### src/rtl/core/wle_pkg.sv
package wle_pkg;

   localparam int MAX_POINTS_DEF = 64;
   localparam int WORD_W         = 32;
   localparam int IDX_W          = 7;
   localparam int OP_W           = 3;
   localparam int REQ_TDATA_W    = 104;
   localparam int RSP_TDATA_W    = 208;

   typedef enum logic [OP_W-1:0] {
      OP_START   = 3'd0,
      OP_SET_END = 3'd1,
      OP_INSERT  = 3'd2,
      OP_REMOVE  = 3'd3,
      OP_ADVANCE = 3'd4,
      OP_READ    = 3'd5
   } op_type;

   typedef enum logic [1:0] {
      STATUS_DONE      = 2'd0,
      STATUS_BAD_INDEX = 2'd1,
      STATUS_FULL      = 2'd2
   } status_type;

   // x in the lowest bits
   typedef struct packed {
      logic [WORD_W-1:0] t;
      logic [WORD_W-1:0] y;
      logic [WORD_W-1:0] x;
   } point_type;

   // point in the lowest bits, status on top
   typedef struct packed {
      status_type       status;
      logic [IDX_W-1:0] cursor;
      logic [IDX_W-1:0] point_count;
      point_type        end_pt;
      point_type        point;
   } result_type;

endpackage

### src/rtl/core/wle_ctrl.sv
module wle_ctrl
   import wle_pkg::*;
#(
   parameter int MAX_POINTS = MAX_POINTS_DEF
) (
   input  logic                          clock,
   input  logic                          reset,
   input  logic                          req_valid,
   output logic                          req_ready,
   input  op_type                        req_op,
   input  logic [IDX_W-1:0]              req_index,
   input  point_type                     req_point,
   input  logic                          slot_free,
   output logic                          res_valid,
   output result_type                    res,
   output logic                          mem_we,
   output logic [$clog2(MAX_POINTS)-1:0] mem_waddr,
   output point_type                     mem_wdata,
   output logic                          mem_re,
   output logic [$clog2(MAX_POINTS)-1:0] mem_raddr,
   input  point_type                     mem_rdata
);

   localparam int ADDR_W = $clog2(MAX_POINTS);
   localparam int CNT_W  = $clog2(MAX_POINTS + 1);
   localparam int CMP_W  = (CNT_W > IDX_W) ? CNT_W : IDX_W;

   typedef enum logic [2:0] {
      ST_IDLE,
      ST_EXEC,
      ST_SHIFT_UP,
      ST_WRITE_NEW,
      ST_SHIFT_DN,
      ST_LOAD_END,
      ST_LOAD_CUR,
      ST_FINISH
   } state_type;

   state_type         state_ff,  state_in;
   op_type            op_ff,     op_in;
   logic [IDX_W-1:0]  idx_ff,    idx_in;
   point_type         coord_ff,  coord_in;
   logic [CNT_W-1:0]  count_ff,  count_in;
   logic [CNT_W-1:0]  cursor_ff, cursor_in;
   point_type         end_ff,    end_in;
   point_type         cur_ff,    cur_in;
   logic [ADDR_W-1:0] ptr_ff,    ptr_in;
   status_type        status_ff, status_in;
   logic              rd_hit_ff, rd_hit_in;

   logic [CMP_W-1:0]  idx_w;
   logic [CMP_W-1:0]  cnt_w;
   logic [ADDR_W-1:0] idx_a;
   logic [ADDR_W-1:0] last_a;

   assign idx_w  = CMP_W'(idx_ff);
   assign cnt_w  = CMP_W'(count_ff);
   assign idx_a  = ADDR_W'(idx_ff);
   assign last_a = ADDR_W'(count_ff - CNT_W'(1));

   assign req_ready = (state_ff == ST_IDLE) && !reset;

   always_comb begin
      state_in  = state_ff;
      op_in     = op_ff;
      idx_in    = idx_ff;
      coord_in  = coord_ff;
      count_in  = count_ff;
      cursor_in = cursor_ff;
      end_in    = end_ff;
      cur_in    = cur_ff;
      ptr_in    = ptr_ff;
      status_in = status_ff;
      rd_hit_in = rd_hit_ff;
      mem_we    = 1'b0;
      mem_waddr = '0;
      mem_wdata = coord_ff;
      mem_re    = 1'b0;
      mem_raddr = '0;
      res_valid = 1'b0;

      unique case (state_ff)
         ST_IDLE: begin
            if (req_valid) begin
               op_in    = req_op;
               idx_in   = req_index;
               coord_in = req_point;
               state_in = ST_EXEC;
            end
         end
         ST_EXEC: begin
            status_in = STATUS_DONE;
            rd_hit_in = 1'b0;
            state_in  = ST_FINISH;
            unique case (op_ff)
               OP_START: begin
                  mem_we    = 1'b1;
                  mem_waddr = '0;
                  count_in  = CNT_W'(1);
                  cursor_in = '0;
                  cur_in    = '0;
               end
               OP_SET_END: begin
                  end_in = coord_ff;
               end
               OP_INSERT: begin
                  if (idx_w == '0 || idx_w > cnt_w) begin
                     status_in = STATUS_BAD_INDEX;
                  end else if (count_ff == CNT_W'(MAX_POINTS)) begin
                     status_in = STATUS_FULL;
                  end else if (idx_w == cnt_w) begin
                     mem_we    = 1'b1;
                     mem_waddr = idx_a;
                     end_in    = coord_ff;
                     count_in  = count_ff + CNT_W'(1);
                  end else begin
                     mem_re    = 1'b1;
                     mem_raddr = last_a;
                     ptr_in    = last_a;
                     state_in  = ST_SHIFT_UP;
                  end
               end
               OP_REMOVE: begin
                  if (idx_w == '0 || idx_w >= cnt_w) begin
                     status_in = STATUS_BAD_INDEX;
                  end else if (idx_w + CMP_W'(1) < cnt_w) begin
                     mem_re    = 1'b1;
                     mem_raddr = idx_a + ADDR_W'(1);
                     ptr_in    = idx_a + ADDR_W'(1);
                     state_in  = ST_SHIFT_DN;
                  end else begin
                     mem_re    = 1'b1;
                     mem_raddr = ADDR_W'(count_ff - CNT_W'(2));
                     state_in  = ST_LOAD_END;
                  end
               end
               OP_ADVANCE: begin
                  if (cursor_ff + CNT_W'(1) < count_ff) begin
                     mem_re    = 1'b1;
                     mem_raddr = ADDR_W'(cursor_ff + CNT_W'(1));
                     cursor_in = cursor_ff + CNT_W'(1);
                     state_in  = ST_LOAD_CUR;
                  end
               end
               OP_READ: begin
                  if (idx_w < cnt_w) begin
                     mem_re    = 1'b1;
                     mem_raddr = idx_a;
                     rd_hit_in = 1'b1;
                  end
               end
               default: begin
               end
            endcase
         end
         ST_SHIFT_UP: begin
            mem_we    = 1'b1;
            mem_waddr = ptr_ff + ADDR_W'(1);
            mem_wdata = mem_rdata;
            if (ptr_ff == idx_a) begin
               state_in = ST_WRITE_NEW;
            end else begin
               mem_re    = 1'b1;
               mem_raddr = ptr_ff - ADDR_W'(1);
               ptr_in    = ptr_ff - ADDR_W'(1);
            end
         end
         ST_WRITE_NEW: begin
            mem_we    = 1'b1;
            mem_waddr = idx_a;
            count_in  = count_ff + CNT_W'(1);
            state_in  = ST_FINISH;
         end
         ST_SHIFT_DN: begin
            mem_we    = 1'b1;
            mem_waddr = ptr_ff - ADDR_W'(1);
            mem_wdata = mem_rdata;
            if (ptr_ff == last_a) begin
               count_in = count_ff - CNT_W'(1);
               state_in = ST_FINISH;
            end else begin
               mem_re    = 1'b1;
               mem_raddr = ptr_ff + ADDR_W'(1);
               ptr_in    = ptr_ff + ADDR_W'(1);
            end
         end
         ST_LOAD_END: begin
            end_in   = mem_rdata;
            count_in = count_ff - CNT_W'(1);
            state_in = ST_FINISH;
         end
         ST_LOAD_CUR: begin
            cur_in   = mem_rdata;
            state_in = ST_FINISH;
         end
         ST_FINISH: begin
            if (slot_free) begin
               res_valid = 1'b1;
               state_in  = ST_IDLE;
            end
         end
         default: begin
            state_in = ST_IDLE;
         end
      endcase
   end

   // read data register holds through FINISH, no read is issued there
   always_comb begin
      res.point       = rd_hit_ff ? mem_rdata : cur_ff;
      res.end_pt      = end_ff;
      res.point_count = IDX_W'(count_ff);
      res.cursor      = IDX_W'(cursor_ff);
      res.status      = status_ff;
   end

   always_ff @(posedge clock) begin
      if (reset) begin
         state_ff  <= ST_IDLE;
         count_ff  <= '0;
         cursor_ff <= '0;
         end_ff    <= '0;
         cur_ff    <= '0;
         status_ff <= STATUS_DONE;
         rd_hit_ff <= 1'b0;
      end else begin
         state_ff  <= state_in;
         count_ff  <= count_in;
         cursor_ff <= cursor_in;
         end_ff    <= end_in;
         cur_ff    <= cur_in;
         status_ff <= status_in;
         rd_hit_ff <= rd_hit_in;
      end
      op_ff    <= op_in;
      idx_ff   <= idx_in;
      coord_ff <= coord_in;
      ptr_ff   <= ptr_in;
   end

   a_count_bound: assert property (@(posedge clock) disable iff (reset)
      count_ff <= CNT_W'(MAX_POINTS))
      else $error("entry count above capacity");

   a_no_write_idle: assert property (@(posedge clock) disable iff (reset)
      mem_we |-> (state_ff != ST_IDLE && state_ff != ST_FINISH))
      else $error("store written outside an operation");

   a_count_step: assert property (@(posedge clock) disable iff (reset)
      !reset |=> (count_ff == $past(count_ff)
                  || count_ff == $past(count_ff) + CNT_W'(1)
                  || count_ff == $past(count_ff) - CNT_W'(1)
                  || count_ff == CNT_W'(1)))
      else $error("entry count jumped");

endmodule

### config.mk
export PLATFORM = sky130hd
export DESIGN_NAME = wle_ctrl
export DESIGN_NICKNAME = d
export VERILOG_FILES = /design/src/rtl/core/wle_pkg.sv /design/src/rtl/core/wle_ctrl.sv
export SDC_FILE = /design/constraint.sdc
export NUM_CORES = 1
export LEC_CHECK = 0
export BUFFER_PORTS_ARGS = -buffer_cell sky130_fd_sc_hd__buf_4
export CORE_ASPECT_RATIO = 0.5
export CORE_MARGIN = 1.5
export CORE_UTILIZATION = 50
export CTS_CLUSTER_SIZE = 28
export DETAILED_ROUTE_END_ITERATION = 6
export PLACE_DENSITY_LB_ADDON = 0.1
export SLEW_MARGIN = 10
export SYNTH_ARGS = -nofsm -noshare
export SYNTH_HDL_FRONTEND = slang
export SYNTH_SLANG_ARGS = --single-unit
export TNS_END_PERCENT = 30
### constraint.sdc
create_clock -name clock -period 20 [get_ports clock]
set_clock_uncertainty 0.2 [all_clocks]
set_input_delay 4 -clock clock [delete_from_list [all_inputs] [get_ports clock]]
set_output_delay 4 -clock clock [all_outputs]
set_load 0.01 [all_outputs]
# Yosys cells after proc, flatten, opt, wreduce, memory -nomap -nowiden
# Index checks and enable logic that the tools add are counted.
# W data, S select, Z words.
[totals]
register_bits = 324
inputBits = 206
out_inout_bits = 320
wordCells = 161
[classes]
n_addsub = 8
n_lt_le_gt_ge = 5
n_eq_ne = 33
mux = 76
n_reduce_logical = 22
[ops]
columns = ["op", "count"]
rows = [
  ["$mux W96", 6],
  ["$pmux W96 S2", 3],
  ["$mux W6", 20],
  ["$pmux W6 S4", 2],
  ["$pmux W6 S3", 2],
  ["$mux W7", 5],
  ["$pmux W7 S2", 2],
  ["$pmux W7 S4", 1],
  ["$add A7 B1 Y7 const B", 3],
  ["$lt A7 B7 Y1", 3],
  ["$mux W3", 7],
  ["$eq A3 B3 Y1 const B", 6],
  ["$ne A3 B3 Y1 const B", 6],
  ["$pmux W3 S6", 1],
  ["$mux W1", 17],
  ["$ne A2 B2 Y1 const B", 7],
  ["$add A6 B1 Y6 const B", 2],
  ["$eq A3 B2 Y1 const B", 4],
  ["$eq A6 B6 Y1", 2],
  ["$pmux W6 S2", 1],
  ["$ne A3 B1 Y1 const B", 3],
  ["$pmux W3 S3", 1],
  ["$reduce_and A9 Y1", 1],
  ["$eq A7 B7 Y1", 1],
  ["28 further kinds", 38],
]

# Longest topological paths before layout
# Gate-level depths: netlist of run 1.
[logic_depth]
depth_word = 6
mapped_depth = 13
mapped_depth_nobuf = 11

# Least setup slack after synthesis of run 1
# No wires, ideal clock.
[synth_path]
path_type = "input-to-reg"
from = "input port req_valid"
to = "register coord_ff[0] (netlist name) (enable)"
setup_time_ns = 0.867
t_arrival_ns = 14.664
required_time_ns = 18.933
path_slack_ns = 4.269
cell_stages = 1
n_path_buf = 0
path_cell_list = "nor4b_1"
[synth_via]
elab_chain_cells = 1
[synth_rtl]
columns = ["element", "line_no", "rtl"]
rows = [
  ["from (decl)", "wle_ctrl.sv:8", "input logic req_valid,"],
  ["$reduce_and A2 Y1 (no line)", "-", ""],
  ["to (signal assigned)", "wle_ctrl.sv:237", "coord_ff <= coord_in;"],
  ["to (decl)", "wle_ctrl.sv:42", "point_type coord_ff, coord_in;"],
]
# No other way between the ends.
# A chain may end at the register's enable or synchronous reset.

# Worst setup path after layout of run 1
[layout_path]
from = "input port reset"
to = "output port req_ready"
[layout_via]
elab_chain_cells = 2
[layout_rtl]
columns = ["element", "line_no", "rtl"]
rows = [
  ["from (decl)", "wle_ctrl.sv:7", "input logic reset,"],
  ["$logic_not A1 Y1", "wle_ctrl.sv:61", "assign req_ready = (state_ff == ST_IDLE) && !reset;"],
  ["$logic_and A1 B1 Y1", "wle_ctrl.sv:61", ""],
  ["to (decl)", "wle_ctrl.sv:9", "output logic req_ready,"],
]
# No other way between the ends.

==> qor.csv, run 1 <==
stage;metric;value;unit
outcome;status;finished with violations;
outcome;failing checks;DRC;
timing;Slew @ Worst Pin;1.13;ns
route;Routed WL per cell;23.0;µm
die;Ports;526;
layout;Post-Route Utilization;0.662;
critical_path;WS Path Type;in -> out;
synthesis;Post-synth EDFFs;112;
power_and_ir_drop;sw power;1.20;mW
route;Top Metal Used;met4;
route;DR DRC count;4;
power_and_ir_drop;worst vdd ir;0.109;mV
power_and_ir_drop;Comb power frac;0.483;
timing;final period utilization;0.459;
die;Core Box Area;33000;µm²
placed_design;IO Port Bufs;525;
route;final wirelength;56300;µm
layout;fraction of final layout cells sized beyond drive strength 1;0.427;
global_routing;first-pass GRT wire length;84500;µm
critical_path;Crit path max-delay family;buffers and inverters;
layout;multi-input logic area;8480;µm²
worst_hold_path;worst min-delay path category;reg -> reg;
clocking;Clk pin slew, worst setup/hold paths;0.06;ns
placed_design;dpl hpwl;38200;µm
clocking;clk_lat worst skew;0.58;ns
clocking;Post-CTS Setup Bufs;0;
synthesis;Ys Warns;0;
power_and_ir_drop;power density over the cells;139;nW/µm²
timing;setup violators final;0;
worst_hold_path;Hold Path Origin;status_ff[0]$_SDFFE_PP0P_;
critical_path;slowest stage delay, CP;0.66;ns
critical_path;worst r2r src;cnt_w[3]$_SDFFE_PP0P_;
critical_path;critical-path cell with the highest stage delay;clkbuf_8;
critical_path;R2R Setup Slk;15.06;ns
synthesis;fraction of registers with async set/reset;0;
critical_path;Worst Reg-to-Reg Cells;10;
timing;final slew viol count;0;
route;DR vias;14600;
synthesis;synthesized cell area;16700;µm²
route;Final ANT Viol Nets;0;
synthesis;#FFs+latches synth;324;
die;die area;34600;µm²
route;routed wl met3;3080;µm
synthesis;Netlist cell types;79;
critical_path;Reg-to-Reg End;res[178]$_SDFFE_PP0P_;
clocking;clock tree buffer depth;3;
critical_path;cells along the critical path;clkbuf_8, nor4_1, buf_4;
synthesis;ys flop type;dfxtp_1;
synthesis;Syn Area/Cell;10.8;µm²
global_routing;number of global-route vias before repair;13800;
die;Die W;262;µm
global_routing;GRT Overall Usage;0.314;
critical_path;WP data required;15.80;ns
die;row cnt;47;
route;WL met2;27700;µm
synthesis;Yosys top cell area share;0.254;
power_and_ir_drop;Reg power frac;0.318;
global_routing;largest net degree at the start of global routing;129;
worst_hold_path;hold endpoint;status_ff[0]$_SDFFE_PP0P_;
clocking;CTS tree;done;
run;Max-Cap Viols;0;
clocking;H-Tree Depth;1;
critical_path;CP startpoint kind;input pin;
synthesis;top post-synthesis cells by area;dfxtp_1 25%, edfxtp_1 20%, mux2_2 13%;
route;DRT met1 WL;23300;µm
global_routing;initial antenna violation count;0;
route;via/cell ratio;5.94;
layout;most common cell after layout, fill and taps aside;buf_4;
global_routing;total grt overflow;0;
timing;normalized max-slew margin;0.229;
layout;P&R area growth vs syn;30.6;%
timing;Hold Violations, Final;0;
layout;n_diodes;0;
route;First-pass DRT Iterations;7;
power_and_ir_drop;sw frac;0.397;
power_and_ir_drop;Internal;1.83;mW
power_and_ir_drop;Leak;8.68;nW
clocking;CTS Sinks;324;
synthesis;cell taking the most area after synthesis;dfxtp_1;
layout;Storage cell area;7610;µm²
layout;most frequent cells in the layout;544 x buf_4, 210 x dfxtp_1, 192 x mux2_2, 135 x nor2_1, 126 x a21oi_1;
placed_design;placer's final routability congestion estimate;0.928;
route;Detailed Route Iter0 Violations;1057;
critical_path;CP bufs+invs;2;
critical_path;CP arrival;4.97;ns
layout;Fill cells;2718;
clocking;CTS Root Cell;clkbuf_16;
critical_path;CP Max Fanout;128;
layout;Total Nets Final;2220;
power_and_ir_drop;power share of the clock group;0.199;
timing;Tmin final;9.17;ns
clocking;CTS-repair resized insts;0;
synthesis;Mapped Cells;1549;
synthesis;Synth Net Count;1785;
timing;f_max;109;MHz
die;Starting Density;0.507;
timing;RSZ-0062 raised after global routing;no;
clocking;CTS hold repair buffers;0;
clocking;Num CTS Buffers;31;
critical_path;kind of end point of the critical path;output port;
worst_hold_path;Hold Path Cell Cnt;2;
synthesis;post-synthesis sequential area ratio;0.455;
die;chip height;132;µm
timing;Final TNS setup;0;ns
[power groups by stage]
stage	Sequential, mW	Combinational [mW]	Clock [mW]
after floorplan	0.951	0.924	0
after global placement	0.968	1.44	0
after detailed placement	0.971	1.45	0
after CTS	0.959	1.46	0.613
after global routing	0.979	1.56	0.642
final	0.962	1.46	0.603
[per-stage QoR]
step / hold WS, ns / area [µm²] / setup slack (ns) / power [mW] / cells
after floorplan: 0.261 / 16700 / 4.27 / 1.88 / 1549
after global placement: 0.246 / 20800 / 10.73 / 2.41 / 2392
after detailed placement: 0.249 / 20800 / 10.77 / 2.42 / 2392
after CTS: 0.262 / 21800 / 10.75 / 3.03 / 2450
after global routing: 0.283 / 21800 / 10.71 / 3.18 / 2450
final: 0.258 / 21800 / 10.83 / 3.03 / 2450
[metal layers]
| layer | GRT usage | vias to the layer above |
|---|---|---|
| met5 | 0 | - |
| met4 | 0.117 | 0 |
| met3 | 0.0565 | 122 |
| met2 | 0.525 | 483 |
| met1 | 0.405 | 7200 |
| li1 | - | 6748 |
[tightest hold or removal path, stage by stage (launching register included)]
cell	delay (ns)
dfxtp_1	0.31
nand2_1	0.05
a21oi_1	0.05
[synthesized netlist by cell type, types with 19 or more instances]
master / n
dfxtp_1: 212
mux2i_1: 100
mux2_2: 192
edfxtp_1: 112
o21ai_0: 25
a21oi_1: 127
a211oi_2: 43
clkbuf_1: 104
buf_2: 26
nor2_1: 138
nand2_1: 38
xnor2_1: 19
a211oi_1: 63
a22oi_1: 108
ha_1: 30
[flip-flops by register name, indices dropped and copies added, names as in the netlist]
register,cells
coord_ff,96
status_ff,2
ptr_ff,6
rd_hit_ff,1
op_ff,3
cur_ff,96
cnt_w,7
idx_ff,7
res,96
state_ff,3
cursor_ff,7
[how the worst max path moves through the flow]
stage / from / endpoint / slack (ns) / cells past startpoint
after floorplan: req_valid / coord_ff[0]$_DFFE_PP_ / 4.27 / 1
after global placement: reset / req_ready / 10.73 / 3
after detailed placement: reset / req_ready / 10.77 / 3
after CTS: reset / req_ready / 10.75 / 3
after global routing: reset / req_ready / 10.71 / 3
final: reset / req_ready / 10.83 / 3
[area by class of cell]
class | instances | area share
multi-input combinational | 1068 | 0.389
tap | 441 | 0.0253
inverter | 14 | 0.00241
timing repair buffer | 545 | 0.188
sequential | 324 | 0.349
clock inverter | 11 | 0.00498
clock buffer | 47 | 0.0425
[kinds of logic after synthesis]
group,after synthesis,synth area share
simple gates,258,0.0731
buf+inv,157,0.0410
mux,292,0.189
compound gates,455,0.202
xor+xnor,33,0.0181
flops,324,0.455
fa+ha+maj,30,0.0224
No activity file was read; power rests on OpenSTA's default activity.
==> inputs of run 2 (changes only) <==
--- a/config.mk
+++ b/config.mk
@@ -5,6 +5,7 @@
 export SDC_FILE = /design/constraint.sdc
 export NUM_CORES = 1
 export LEC_CHECK = 0
+export ABC_AREA = 1
 export BUFFER_PORTS_ARGS = -buffer_cell sky130_fd_sc_hd__buf_4
 export CORE_ASPECT_RATIO = 0.5
 export CORE_MARGIN = 1.5
==> constraint.sdc (replaced) <==
create_clock -name clock -period 9.5 [get_ports clock]
set_clock_uncertainty 0.2 [all_clocks]
set_input_delay 1.9 -clock clock [delete_from_list [all_inputs] [get_ports clock]]
set_output_delay 1.9 -clock clock [all_outputs]
set_load 0.01 [all_outputs]
==> run 2 against run 1 <==
Compared with the run above: the flow now finishes without violations; sequential power is 100% higher; global-route usage is 2.3 points higher; setup slack worse by 7.0 ns; combinational power is 110% higher; count of clock-buffer cells in the layout is 11 lower; cell area is 0.68% higher; register-to-register slack worse by 9.4 ns.
==> qor.csv, run 2 <==
stage;metric;value;unit
layout;P&R area growth vs syn;30.2;%
clocking;clock tree buffer depth;3;
critical_path;CP arrival;3.53;ns
timing;RSZ-0062 raised after global routing;no;
synthesis;Syn Area/Cell;7.27;µm²
synthesis;synth cell count leaders;515 x nand2_1, 353 x inv_1, 313 x o21ai_0, 212 x dfxtp_1, 148 x nor2_1;
synthesis;fraction of registers with async set/reset;0;
clocking;CTS-repair resized insts;0;
timing;final hold slack;0.260;ns
synthesis;Ys Warns;0;
die;row cnt;47;
synthesis;Mapped Cells;2322;
power_and_ir_drop;power density over the cells;293;nW/µm²
route;First-pass DRT Iterations;6;
placed_design;dpl hpwl;42200;µm
clocking;Post-CTS Setup Bufs;0;
synthesis;top post-synthesis cells by area;dfxtp_1 25%, edfxtp_1 20%, nand2_1 11%;
clocking;CTS hold repair buffers;0;
layout;Total Nets Final;2982;
timing;final slew viol count;0;
synthesis;most frequent cell after synthesis;nand2_1;
critical_path;CP startpoint kind;flop;
power_and_ir_drop;Leak;9.96;nW
die;Core Box Area;33200;µm²
layout;most common cell after layout, fill and taps aside;buf_4;
global_routing;first-pass GRT wire length;92200;µm
die;Die W;263;µm
global_routing;largest net degree at the start of global routing;200;
clocking;Clk pin slew, worst setup/hold paths;0.07;ns
synthesis;cell taking the most area after synthesis;dfxtp_1;
critical_path;CP Max Fanout;12;
route;Detailed Route Iter0 Violations;1391;
synthesis;Yosys top cell area share;0.251;
synthesis;post-synthesis sequential area ratio;0.450;
placed_design;placer's final routability congestion estimate;1.01;
outcome;status;finished clean;
critical_path;kind of end point of the critical path;output port;
synthesis;Post-synth EDFFs;112;
global_routing;number of global-route vias before repair;15800;
clocking;clk_lat worst skew;0.59;ns
timing;Final TNS setup;0;ns
placed_design;IO Port Bufs;525;
timing;Hold Violations, Final;0;
clocking;CTS Root Cell;clkbuf_16;
timing;normalized max-slew margin;0.216;
timing;Tmin final;5.63;ns
route;Final ANT Viol Nets;0;
clocking;Num CTS Buffers;31;
timing;final period utilization;0.593;
timing;setup violators final;0;
synthesis;ys flop type;dfxtp_1;
die;Ports;526;
power_and_ir_drop;worst vdd ir;0.202;mV
die;Starting Density;0.509;
timing;f_max;178;MHz
synthesis;#FFs+latches synth;324;
route;DR vias;17400;
global_routing;GRT Overall Usage;0.337;
route;Routed WL per cell;19.0;µm
global_routing;initial antenna violation count;1;
critical_path;WP data required;7.40;ns
global_routing;total grt overflow;0;
clocking;CTS tree;done;
synthesis;Synth Net Count;2558;
route;final wirelength;61000;µm
route;DR DRC count;0;
timing;Slew @ Worst Pin;1.18;ns
layout;most frequent cells in the layout;538 x buf_4, 514 x nand2_1, 353 x inv_1, 313 x o21ai_0, 211 x dfxtp_1;
critical_path;WS Path Type;reg -> out;
run;Max-Cap Viols;0;
clocking;CTS Sinks;324;
synthesis;Netlist cell types;41;
layout;fraction of final layout cells sized beyond drive strength 1;0.233;
synthesis;synthesized cell area;16900;µm²
worst_hold_path;worst min-delay path category;reg -> reg;
die;chip height;133;µm
route;via/cell ratio;5.42;
clocking;H-Tree Depth;1;
die;die area;35000;µm²
==> run 2: cell types whose count changed after synthesis, moves of 14 or more <==
| cell | change |
|---|---|
| nand2_1 | +477 |
| inv_1 | +339 |
| o21ai_0 | +288 |
| mux2_2 | -192 |
| nand3_1 | +125 |
| a22oi_1 | -105 |
| mux2i_1 | -100 |
| o22ai_1 | +92 |
| a211oi_1 | -63 |
| a211oi_2 | -43 |
| buf_2 | +19 |
| clkbuf_1 | -15 |
| xnor2_1 | -14 |
==> run 2: area by class of cell <==
| type | count | area, µm² |
|---|---|---|
| clock inverters | 22 | 243 |
| clock buffers | 36 | 856 |
| well taps | 441 | 552 |
| multi-input cells | 1484 | 7280 |
| diodes | 1 | 2.50 |
| inverters | 365 | 1370 |
| repair buffers | 540 | 4070 |
| fillers | 2981 | 11200 |
| flip-flops and latches | 324 | 7610 |
==> run 2: worst max-delay path: stages, from the launching register on <==
cell      delay, ns
edfxtp_1       0.60
nand3_1        0.18
nor2_1         0.12
nand2_1        0.07
xor2_1         0.23
inv_1          0.10
ha_1           0.29
nand2_1        0.06
o21a_1         0.18
nand2_1        0.30
nand2_1        0.09
o211ai_1       0.12
nand2_1        0.08
o21ai_0        0.24
nand2_1        0.12
buf_4          0.16
==> run 2: path summary, 6_finish.rpt <==
check | from | endpoint | slack (ns) | depth (start not counted)
worst max-delay path | idx_ff[2]$_DFFE_PP_ | mem_raddr[2] | 3.87 | 15
worst min-delay path | res[177]$_SDFFE_PP0P_ | res[177]$_SDFFE_PP0P_ | 0.26 | 2
worst min register to register | res[177]$_SDFFE_PP0P_ | res[177]$_SDFFE_PP0P_ | 0.26 | 2
worst max register to register | cnt_w[2]$_SDFFE_PP0P_ | res[138]$_SDFFE_PP0P_ | 5.63 | 13
==> run 2: power by group <==
part | switching [mW] | leakage [nW] | internal [mW]
Sequential | 0.223 | 2.76 | 1.75
Combinational | 1.95 | 6.65 | 1.18
Clock | 0.580 | 0.548 | 0.761
Total | 2.75 | 9.96 | 3.69
==> run 2: metrics by stage <==
stage,instance area [µm²],util,std cells,setup WS (ns),power [mW]
2_1_floorplan,16900,-,2322,2.42,3.69
6_report,22000,0.663,3213,3.87,6.44
4_1_cts,22000,0.663,3212,3.95,6.43
3_3_place_gp,20900,0.630,3154,4.63,5.07
3_5_place_dp,20900,0.630,3154,4.59,5.08
5_1_grt,22000,0.663,3213,3.64,6.80
==> run 2: logic make-up after synthesis <==
family / count (synthesis) / share of synthesized area
AOI/OAI and AO/OA: 586 / 0.188
xor gates and xnor gates: 24 / 0.0124
adders and majority gates: 30 / 0.0222
buffers and inverters: 514 / 0.121
and+or+nand+nor: 844 / 0.206
DFF: 324 / 0.450
==> run 2: per-layer routing <==
| layer | GRT usage | up-vias | routed length, µm | share of wire |
|---|---|---|---|---|
| met5 | 0 | - | 0 | 0 |
| met4 | 0.138 | 0 | 2870 | 0.047 |
| met3 | 0.0570 | 166 | 4760 | 0.078 |
| met2 | 0.560 | 769 | 28900 | 0.47 |
| met1 | 0.438 | 8084 | 24500 | 0.40 |
| li1 | - | 8398 | - | - |
